<file path="src/hdl/sls_pkg.sv">
// Shared types and constants for the status LED sequencer.
// No dependencies; every other file imports this package.
`default_nettype none

package sls_pkg;

  localparam int unsigned TIME_W   = 32;
  localparam int unsigned CFG_W    = 16;
  localparam int unsigned COLOR_W  = 16;
  localparam int unsigned NMODE_W  = 3;
  localparam int unsigned CFG_IDX_W = 2;

  localparam logic [COLOR_W-1:0] FULL_SCALE = 16'hFFFF;

  localparam logic [CFG_W-1:0] BLINK_INTERVAL_RST = 16'd50;
  localparam logic [CFG_W-1:0] SUCCESS_HOLD_RST   = 16'd300;
  localparam logic [CFG_W-1:0] ERROR_HOLD_RST     = 16'd500;

  localparam logic [CFG_IDX_W-1:0] CFG_BLINK_INTERVAL = 2'd0;
  localparam logic [CFG_IDX_W-1:0] CFG_SUCCESS_HOLD   = 2'd1;
  localparam logic [CFG_IDX_W-1:0] CFG_ERROR_HOLD     = 2'd2;

  localparam logic REQ_SET  = 1'b0;
  localparam logic REQ_TICK = 1'b1;

  localparam logic [NMODE_W-1:0] NM_IDLE    = 3'd0;
  localparam logic [NMODE_W-1:0] NM_ACTIVE  = 3'd1;
  localparam logic [NMODE_W-1:0] NM_SUCCESS = 3'd2;
  localparam logic [NMODE_W-1:0] NM_ERROR   = 3'd3;

  typedef enum logic [3:0] {
    MODE_IDLE    = 4'b0001,
    MODE_ACTIVE  = 4'b0010,
    MODE_SUCCESS = 4'b0100,
    MODE_ERROR   = 4'b1000
  } mode_t;

  typedef struct packed {
    logic               req_type;
    logic [NMODE_W-1:0] new_mode;
    logic [TIME_W-1:0]  now_ms;
    logic               driver_ready;
  } in_word_t;

  typedef struct packed {
    logic [COLOR_W-1:0] red;
    logic [COLOR_W-1:0] green;
    logic [COLOR_W-1:0] blue;
  } pixel_t;

  typedef struct packed {
    logic [CFG_W-1:0] blink_interval_ms;
    logic [CFG_W-1:0] success_hold_ms;
    logic [CFG_W-1:0] error_hold_ms;
  } cfg_t;

  typedef struct packed {
    logic advance;
    logic push;
  } core_ctl_t;

  function automatic mode_t decode_mode(input logic [NMODE_W-1:0] code);
    mode_t m;
    case (code)
      NM_ACTIVE:  m = MODE_ACTIVE;
      NM_SUCCESS: m = MODE_SUCCESS;
      NM_ERROR:   m = MODE_ERROR;
      default:    m = MODE_IDLE;
    endcase
    return m;
  endfunction

endpackage

`default_nettype wire

</file>
<file path="src/hdl/sls_in_if.sv">
// Request channel: valid/ready handshake carrying one request word.
// Depends on sls_pkg.
`default_nettype none

interface sls_in_if;
  import sls_pkg::*;

  logic               valid;
  logic               ready;
  logic               req_type;
  logic [NMODE_W-1:0] new_mode;
  logic [TIME_W-1:0]  now_ms;
  logic               driver_ready;

  modport source (output valid, req_type, new_mode, now_ms, driver_ready, input ready);
  modport sink   (input valid, req_type, new_mode, now_ms, driver_ready, output ready);
endinterface

`default_nettype wire

</file>
<file path="src/hdl/sls_out_if.sv">
// Pixel channel: valid/ready handshake carrying one RGB word.
// Depends on sls_pkg.
`default_nettype none

interface sls_out_if;
  import sls_pkg::*;

  logic               valid;
  logic               ready;
  logic [COLOR_W-1:0] red;
  logic [COLOR_W-1:0] green;
  logic [COLOR_W-1:0] blue;

  modport source (output valid, red, green, blue, input ready);
  modport sink   (input valid, red, green, blue, output ready);
endinterface

`default_nettype wire

</file>
<file path="src/hdl/status_led_sequencer.sv">
// Top level of the status LED sequencer: input register, mode core, pixel register.
// Depends on sls_pkg, sls_in_if, sls_out_if, sls_cfg_regs, sls_core, sls_out_buf.
//
//   port      role     word contents
//   req       sink     req_type, new_mode, now_ms, driver_ready
//   pix       source   red, green, blue
//   cfg_*     write    cfg_index selects register, cfg_data is the value
//
// One request word is taken per cycle unless the core stalls; a taken word
// sits in the request register and its pixel goes to pix via the pixel register.
// The throughput is set by the single mode/timer update stage between the
// request register and the pixel register. Reset is synchronous; req.ready is
// high right after it. A held pixel stalls only a request that produces another pixel.
`default_nettype none

module status_led_sequencer (
  input  wire logic                          clk,
  input  wire logic                          rst,
  sls_in_if.sink                             req,
  sls_out_if.source                          pix,
  input  wire logic                          cfg_we,
  input  wire logic [sls_pkg::CFG_IDX_W-1:0] cfg_index,
  input  wire logic [sls_pkg::CFG_W-1:0]     cfg_data
);
  import sls_pkg::*;

  cfg_t      cfg;
  logic      in_v;
  in_word_t  in_word;
  core_ctl_t ctl;
  pixel_t    pixel;
  logic      slot_free;

  sls_cfg_regs u_cfg (
    .clk       (clk),
    .rst       (rst),
    .cfg_we    (cfg_we),
    .cfg_index (cfg_index),
    .cfg_data  (cfg_data),
    .cfg       (cfg)
  );

  assign req.ready = !in_v || ctl.advance;

  always_ff @(posedge clk) begin
    if (rst) begin
      in_v <= 1'b0;
    end else if (req.ready) begin
      in_v <= req.valid;
    end
  end

  always_ff @(posedge clk) begin
    if (req.valid && req.ready) begin
      in_word.req_type     <= req.req_type;
      in_word.new_mode     <= req.new_mode;
      in_word.now_ms       <= req.now_ms;
      in_word.driver_ready <= req.driver_ready;
    end
  end

  sls_core u_core (
    .clk        (clk),
    .rst        (rst),
    .cfg        (cfg),
    .item_valid (in_v),
    .item       (in_word),
    .slot_free  (slot_free),
    .ctl        (ctl),
    .pixel      (pixel)
  );

  sls_out_buf u_out (
    .clk       (clk),
    .rst       (rst),
    .push      (ctl.push),
    .pixel     (pixel),
    .slot_free (slot_free),
    .pix       (pix)
  );

  a_push_needs_slot: assert property (@(posedge clk) disable iff (rst)
    ctl.push |-> (!pix.valid || pix.ready))
    else $error("pixel pushed into an occupied result register");

  a_advance_needs_word: assert property (@(posedge clk) disable iff (rst)
    ctl.advance |-> in_v)
    else $error("core advanced without a held request");

  a_ready_after_reset: assert property (@(posedge clk)
    $past(rst) |-> req.ready)
    else $error("request channel not ready after reset");

  a_single_color: assert property (@(posedge clk) disable iff (rst)
    ctl.push |-> ($countones({pixel.red != '0, pixel.green != '0, pixel.blue != '0}) <= 1))
    else $error("pixel drives more than one color");

endmodule

`default_nettype wire

</file>
<file path="src/hdl/sls_cfg_regs.sv">
// Configuration registers: blink interval and the two hold times.
// Depends on sls_pkg.
`default_nettype none

module sls_cfg_regs (
  input  wire logic                       clk,
  input  wire logic                       rst,
  input  wire logic                       cfg_we,
  input  wire logic [sls_pkg::CFG_IDX_W-1:0] cfg_index,
  input  wire logic [sls_pkg::CFG_W-1:0]  cfg_data,
  output sls_pkg::cfg_t                   cfg
);
  import sls_pkg::*;

  cfg_t regs;

  always_ff @(posedge clk) begin
    if (rst) begin
      regs.blink_interval_ms <= BLINK_INTERVAL_RST;
      regs.success_hold_ms   <= SUCCESS_HOLD_RST;
      regs.error_hold_ms     <= ERROR_HOLD_RST;
    end else if (cfg_we) begin
      case (cfg_index)
        CFG_BLINK_INTERVAL: regs.blink_interval_ms <= cfg_data;
        CFG_SUCCESS_HOLD:   regs.success_hold_ms   <= cfg_data;
        CFG_ERROR_HOLD:     regs.error_hold_ms     <= cfg_data;
        default: ;
      endcase
    end
  end

  assign cfg = regs;

endmodule

`default_nettype wire

</file>
<file path="src/hdl/sls_core.sv">
// Mode state and per-word update: set-mode handling, hold expiry, blink timing
// and pixel selection. Depends on sls_pkg.
`default_nettype none

module sls_core (
  input  wire logic             clk,
  input  wire logic             rst,
  input  wire sls_pkg::cfg_t    cfg,
  input  wire logic             item_valid,
  input  wire sls_pkg::in_word_t item,
  input  wire logic             slot_free,
  output sls_pkg::core_ctl_t    ctl,
  output sls_pkg::pixel_t       pixel
);
  import sls_pkg::*;

  mode_t             mode, mode_next;
  logic              display_current, display_current_next;
  logic              blink_on, blink_on_next;
  logic [TIME_W-1:0] hold_deadline, hold_deadline_next;
  logic [TIME_W-1:0] next_frame_time, next_frame_time_next;

  mode_t             req_mode;
  logic [CFG_W-1:0]  hold_sel;
  logic [TIME_W-1:0] hold_sum;
  logic [TIME_W-1:0] frame_sum;
  logic [TIME_W-1:0] dl_diff;
  logic [TIME_W-1:0] nft_diff;
  logic              expire;
  logic              due;
  logic              want_push;
  logic              advance;

  assign req_mode  = decode_mode(item.new_mode);
  assign hold_sel  = (item.new_mode == NM_SUCCESS) ? cfg.success_hold_ms : cfg.error_hold_ms;
  assign hold_sum  = item.now_ms + {{(TIME_W-CFG_W){1'b0}}, hold_sel};
  assign frame_sum = item.now_ms + {{(TIME_W-CFG_W){1'b0}}, cfg.blink_interval_ms};
  assign dl_diff   = item.now_ms - hold_deadline;
  assign nft_diff  = item.now_ms - next_frame_time;
  assign expire    = (mode != MODE_ACTIVE) && (hold_deadline != '0) && !dl_diff[TIME_W-1];

  always_comb begin
    mode_next            = mode;
    display_current_next = display_current;
    blink_on_next        = blink_on;
    hold_deadline_next   = hold_deadline;
    next_frame_time_next = next_frame_time;
    due                  = 1'b0;
    want_push            = 1'b0;
    pixel                = '0;

    if (item.req_type == REQ_SET) begin
      if (item.new_mode <= NM_ERROR) begin
        if (req_mode == mode) begin
          if (mode == MODE_SUCCESS || mode == MODE_ERROR) begin
            hold_deadline_next = hold_sum;
          end
        end else begin
          mode_next            = req_mode;
          display_current_next = 1'b0;
          next_frame_time_next = '0;
          case (req_mode)
            MODE_ACTIVE: begin
              blink_on_next      = 1'b1;
              hold_deadline_next = '0;
            end
            MODE_SUCCESS, MODE_ERROR: hold_deadline_next = hold_sum;
            default:                  hold_deadline_next = '0;
          endcase
        end
      end
    end else begin
      if (expire) begin
        mode_next            = MODE_IDLE;
        hold_deadline_next   = '0;
        display_current_next = 1'b0;
        next_frame_time_next = '0;
      end

      if (mode_next == MODE_ACTIVE) begin
        due        = !nft_diff[TIME_W-1];
        pixel.blue = blink_on ? FULL_SCALE : '0;
      end else begin
        due         = !display_current_next;
        pixel.red   = (mode_next == MODE_ERROR)   ? FULL_SCALE : '0;
        pixel.green = (mode_next == MODE_SUCCESS) ? FULL_SCALE : '0;
        pixel.blue  = (mode_next == MODE_IDLE)    ? FULL_SCALE : '0;
      end

      want_push = due && item.driver_ready;
      if (want_push) begin
        display_current_next = 1'b1;
        if (mode_next == MODE_ACTIVE) begin
          blink_on_next        = !blink_on;
          next_frame_time_next = frame_sum;
        end
      end
    end
  end

  assign advance     = item_valid && (!want_push || slot_free);
  assign ctl.advance = advance;
  assign ctl.push    = advance && want_push;

  always_ff @(posedge clk) begin
    if (rst) begin
      mode            <= MODE_IDLE;
      display_current <= 1'b0;
      blink_on        <= 1'b1;
      hold_deadline   <= '0;
      next_frame_time <= '0;
    end else if (advance) begin
      mode            <= mode_next;
      display_current <= display_current_next;
      blink_on        <= blink_on_next;
      hold_deadline   <= hold_deadline_next;
      next_frame_time <= next_frame_time_next;
    end
  end

endmodule

`default_nettype wire

</file>
<file path="src/hdl/sls_out_buf.sv">
// Result register for the pixel channel; drains while the next word is worked.
// Depends on sls_pkg and sls_out_if.
`default_nettype none

module sls_out_buf (
  input  wire logic         clk,
  input  wire logic         rst,
  input  wire logic         push,
  input  wire sls_pkg::pixel_t pixel,
  output logic              slot_free,
  sls_out_if.source         pix
);
  import sls_pkg::*;

  logic   valid;
  pixel_t held;

  always_ff @(posedge clk) begin
    if (rst) begin
      valid <= 1'b0;
    end else if (push) begin
      valid <= 1'b1;
    end else if (pix.ready) begin
      valid <= 1'b0;
    end
  end

  always_ff @(posedge clk) begin
    if (push) begin
      held <= pixel;
    end
  end

  assign slot_free = !valid || pix.ready;
  assign pix.valid = valid;
  assign pix.red   = held.red;
  assign pix.green = held.green;
  assign pix.blue  = held.blue;

endmodule

`default_nettype wire

</file>
<file path="src/flat_wrapper.sv">
// flat-port wrapper written by rule: the top's interface ports become plain ports
module status_led_sequencer_flat import sls_pkg::*;
  (clk, rst, cfg_we, cfg_index, cfg_data, req_valid, req_req_type, req_new_mode, req_now_ms, req_driver_ready, req_ready, pix_valid, pix_red, pix_green, pix_blue, pix_ready);
  sls_in_if req_i ();
  sls_out_if pix_i ();
  input  wire logic clk;
  input  wire logic rst;
  input  wire logic cfg_we;
  input  wire logic [sls_pkg::CFG_IDX_W-1:0] cfg_index;
  input  wire logic [sls_pkg::CFG_W-1:0] cfg_data;
  input wire logic [$bits(req_i.valid)-1:0] req_valid;
  input wire logic [$bits(req_i.req_type)-1:0] req_req_type;
  input wire logic [$bits(req_i.new_mode)-1:0] req_new_mode;
  input wire logic [$bits(req_i.now_ms)-1:0] req_now_ms;
  input wire logic [$bits(req_i.driver_ready)-1:0] req_driver_ready;
  output wire logic [$bits(req_i.ready)-1:0] req_ready;
  output wire logic [$bits(pix_i.valid)-1:0] pix_valid;
  output wire logic [$bits(pix_i.red)-1:0] pix_red;
  output wire logic [$bits(pix_i.green)-1:0] pix_green;
  output wire logic [$bits(pix_i.blue)-1:0] pix_blue;
  input wire logic [$bits(pix_i.ready)-1:0] pix_ready;
  assign req_i.valid = req_valid;
  assign req_i.req_type = req_req_type;
  assign req_i.new_mode = req_new_mode;
  assign req_i.now_ms = req_now_ms;
  assign req_i.driver_ready = req_driver_ready;
  assign req_ready = req_i.ready;
  assign pix_valid = pix_i.valid;
  assign pix_red = pix_i.red;
  assign pix_green = pix_i.green;
  assign pix_blue = pix_i.blue;
  assign pix_i.ready = pix_ready;
  status_led_sequencer u_core (.clk(clk), .rst(rst), .req(req_i), .pix(pix_i), .cfg_we(cfg_we), .cfg_index(cfg_index), .cfg_data(cfg_data));
endmodule
</file>
<file path="config.mk">
export PLATFORM = sky130hd
export DESIGN_NAME = status_led_sequencer_flat
export DESIGN_NICKNAME = d
export VERILOG_FILES = /design/src/hdl/sls_pkg.sv /design/src/hdl/sls_in_if.sv /design/src/hdl/sls_out_if.sv /design/src/hdl/status_led_sequencer.sv /design/src/hdl/sls_cfg_regs.sv /design/src/hdl/sls_core.sv /design/src/hdl/sls_out_buf.sv /design/src/flat_wrapper.sv
export SDC_FILE = /design/constraint.sdc
export NUM_CORES = 1
export LEC_CHECK = 0
export BUFFER_PORTS_ARGS = -buffer_cell sky130_fd_sc_hd__buf_2
export CAP_MARGIN = 20
export CORE_ASPECT_RATIO = 0.6
export CORE_MARGIN = 2
export CORE_UTILIZATION = 54
export CTS_CLUSTER_DIAMETER = 200
export DETAILED_ROUTE_END_ITERATION = 10
export PLACE_DENSITY = 0.85
export SYNTH_ARGS = -nofsm -noshare
export SYNTH_HDL_FRONTEND = slang
export SYNTH_SLANG_ARGS = --single-unit
</file>
<file path="constraint.sdc">
create_clock -name clk -period 4.5 [get_ports clk]
set_input_delay 0.9 -clock clk [delete_from_list [all_inputs] [get_ports clk]]
set_output_delay 0.9 -clock clk [all_outputs]
set_load 0.1 [all_outputs]
</file>
==> flow_summary.json <==
{
  "status": "complete, no violations",
  "setup_viol": 0,
  "maxCapViolCount": 0,
  "cts_sinks": 160,
  "fin_crit_ns": 4.41,
  "crit_required_ns": 3.60,
  "synth_edf_count": 40,
  "path_max_fanout": 4,
  "power_density_mw_per_mm2": 323,
  "finalSetupTns_ns": 0,
  "grt_pass1_vias": 7759,
  "p_clk_share_pct": 38.7,
  "clock_path_buffers": 2,
  "finalCritPeriodShare_pct": 98.0,
  "p_sw_uw": 1080,
  "cts_tree": "done",
  "power_switching_share_pct": 30.5,
  "drtIter0Drc": 771,
  "rr_worst_depth": 16,
  "maxSlewViolCount": 0,
  "worstMarginPinSlew_ns": 0.833,
  "fillers": 1527,
  "grt_pass1_wl_um": 40300,
  "relSlewSlack_pct": 44.4,
  "overflow": 0,
  "crit_arrival_ns": 3.51,
  "synth_most_common_cell": "nand2_1",
  "routedWlPerCell_um": 17.5,
  "syn_to_final_growth_pct": 12.1,
  "synth_common_cells": "nand2_1, dfxtp_1, a21oi_1, ha_1, inv_1",
  "yosysWarnings": 0,
  "syn_area_sq_mm": 0.00979,
  "start_util_pct": 54.6,
  "antenna_found_initial": 0,
  "synth.area.top_cells": "dfxtp_1, edfxtp_1, ha_1, nand2_1, a21oi_1",
  "synth_flop_cell": "dfxtp_1",
  "postCtsHoldBufs": 0,
  "wl_um": 25100,
  "core_sq_mm": 0.0179,
  "insertion_delay_ns": 0.44,
  "vias": 8449,
  "vias_per_cell": 5.88,
  "ys_seq_area_share_pct": 36.8,
  "crit_path_start_kind": "flop",
  "min_path_type": "flop to flop",
  "antennaDiodeCount": 0,
  "yosysTopAreaCell": "dfxtp_1",
  "cts-buffers-inserted": 17,
  "drtPass1Iterations": 5,
  "cp-end-kind": "primary output",
  "synth_nets": 1260,
  "irDropWorstVdd_mv": 0.278,
  "crit_start": "u_core.in_word[3]",
  "power_frac_seq_pct": 44.2,
  "rsz0062_at_grt": "no",
  "htreeDepth": 4,
  "skew_ns": 0.0114,
  "synth_area_per_cell_sq_um": 8.85,
  "drive_gt1_share_pct": 17.6,
  "ant_nets": 0,
  "track_usage_pct": 27.1,
  "clk_pin_slew_worst_paths_ns": 0.07,
  "post-dp-hpwl_um": 18600,
  "ys_types": 72,
  "nets": 1338,
  "routabilityCongestion": 0.944,
  "pre_cts_ws_ns": 0.310,
  "pin_count": 110,
  "cts_root_buf": "clkbuf_16",
  "rows": 38,
  "crit-reg2reg-launch": "u_core.in_word[35]",
  "port_buffers": 109,
  "grt_max_degree": 62,
  "leakagePower_uw": 0.00430,
  "synthCells": 1106,
  "async_reset_ff_share_pct": 0,
  "critPathKind": "flop to primary output",
  "drc": 0,
  "hold_viol_final": 0,
  "finalInstanceArea_sq_mm": 0.0110,
  "final_core_util_pct": 61.2,
  "worstHoldStart": "u_core.u_cfg.cfg[3]",
  "fmax_ghz": 0.227,
  "power.internal_uw": 2470,
  "die_w_um": 178,
  "yosysTopAreaCellShare_pct": 24.5,
  "final.setup.worst_slack_ns": 0.0906,
  "dpl_cell_area_sq_mm": 0.0103,
  "hold_path_depth": 2,
  "synth-seq-cells": 160,
  "pwr-share-comb_pct": 17.1,
  "fp.dieH_um": 108,
  "dieArea_sq_mm": 0.0193
}
==> through the flow <==
stage | hold WS (ns) | total power (uW) | instances
after floorplan | 0.432 | 2020 | 1106
after global placement | 0.439 | 2170 | 1398
after detailed placement | 0.447 | 2180 | 1398
after CTS | 0.456 | 3530 | 1430
after global routing | 0.477 | 3680 | 1437
final | 0.456 | 3550 | 1437
==> cells by family (layout without fill, tap and decap cells) <==
| kind of cell | Yosys count | after routing | share of synthesized area [%] |
|---|---|---|---|
| buffers and inverters | 158 | 249 | 8.17 |
| xor gates and xnor gates | 57 | 57 | 5.10 |
| adders and majority gates | 94 | 94 | 12.2 |
| and+or+nand+nor | 350 | 350 | 16.9 |
| DFF | 160 | 160 | 36.8 |
| AOI/OAI and AO/OA | 270 | 270 | 18.9 |
| muxes | 17 | 17 | 1.96 |
==> per-layer routing <==
layer  GRT usage (%)  vias to the layer above  share of wire, %
li1                -                     4053                 -
met1            40.3                     3967                48
met2            38.6                      397                41
met5               0                        -                 0
met4            6.67                        0               1.1
met3            7.17                       32                10
==> sequential cells by signal, indices dropped and copies added, names as in the netlist <==
register                       count
u_core.in_v                        1
u_core.in_word                    37
u_core.u_cfg.cfg                  48
u_core.u_core.blink_on             1
u_core.u_core.display_current      1
u_core.u_core.hold_deadline       32
u_core.u_core.mode                 4
u_core.u_core.next_frame_time     32
u_core.u_out.pix.blue              1
u_core.u_out.pix.green             1
u_core.u_out.pix.red               1
u_core.u_out.pix.valid             1
==> critical path, cell delays in order, from the launching register on <==
cell	delay, ns
edfxtp_1	0.51
ha_1	0.37
a21o_1	0.20
a31oi_2	0.19
o21ai_1	0.16
a221oi_2	0.35
o21ai_2	0.13
a2111oi_4	0.47
o31ai_2	0.18
nor2_1	0.16
nand3_1	0.14
buf_6	0.22
==> final cells by class <==
cell class | count | area (sq um) | share of cell area, %
clock buffer | 18 | 439 | 4.00
clock inverter | 14 | 105 | 0.958
inverter | 74 | 278 | 2.53
multi-input combinational | 788 | 5420 | 49.4
sequential | 160 | 3600 | 32.8
tap | 240 | 300 | 2.74
timing repair buffer | 143 | 823 | 7.50
==> layout by cell type (no fill, tap or decap), types with 6 or more instances in the layout <==
cell	count
a21o_1	19
a21oi_1	105
a22o_1	26
and3_1	11
buf_2	108
buf_4	32
clkbuf_16	17
dfxtp_1	120
edfxtp_1	40
ha_1	92
inv_1	74
mux2_2	17
nand2_1	161
nand2b_1	6
nand3_1	29
nand4_1	16
nor2_1	53
nor2b_1	15
nor3_1	10
nor4_1	10
o21a_1	12
o21ai_0	23
o21ai_1	6
o2bb2ai_1	16
or3_1	15
xnor2_1	31
xor2_1	26
==> power by group through the flow <==
stage          combinational (uW)  clock, uW  sequential [uW]
2_1_floorplan                 429          0             1590
3_3_place_gp                  568          0             1600
3_5_place_dp                  580          0             1600
4_1_cts                       584       1380             1570
5_1_grt                       661       1440             1570
6_report                      606       1370             1570
==> repair_timing <==
item                       in CTS  in global routing
setup endpoints to repair       1                  8
gates resized for setup         1                  9
pin swaps                       0                  2
setup buffers                   0                  6
==> final timing paths <==
path / to / slack, ns
max: req_ready / 0.09
min: u_core.u_cfg.cfg[3] / 0.46
max reg2reg: u_core.u_core.hold_deadline[15] / 0.34
min reg2reg: u_core.u_cfg.cfg[3] / 0.46
No activity file was read; power rests on OpenSTA's default activity.
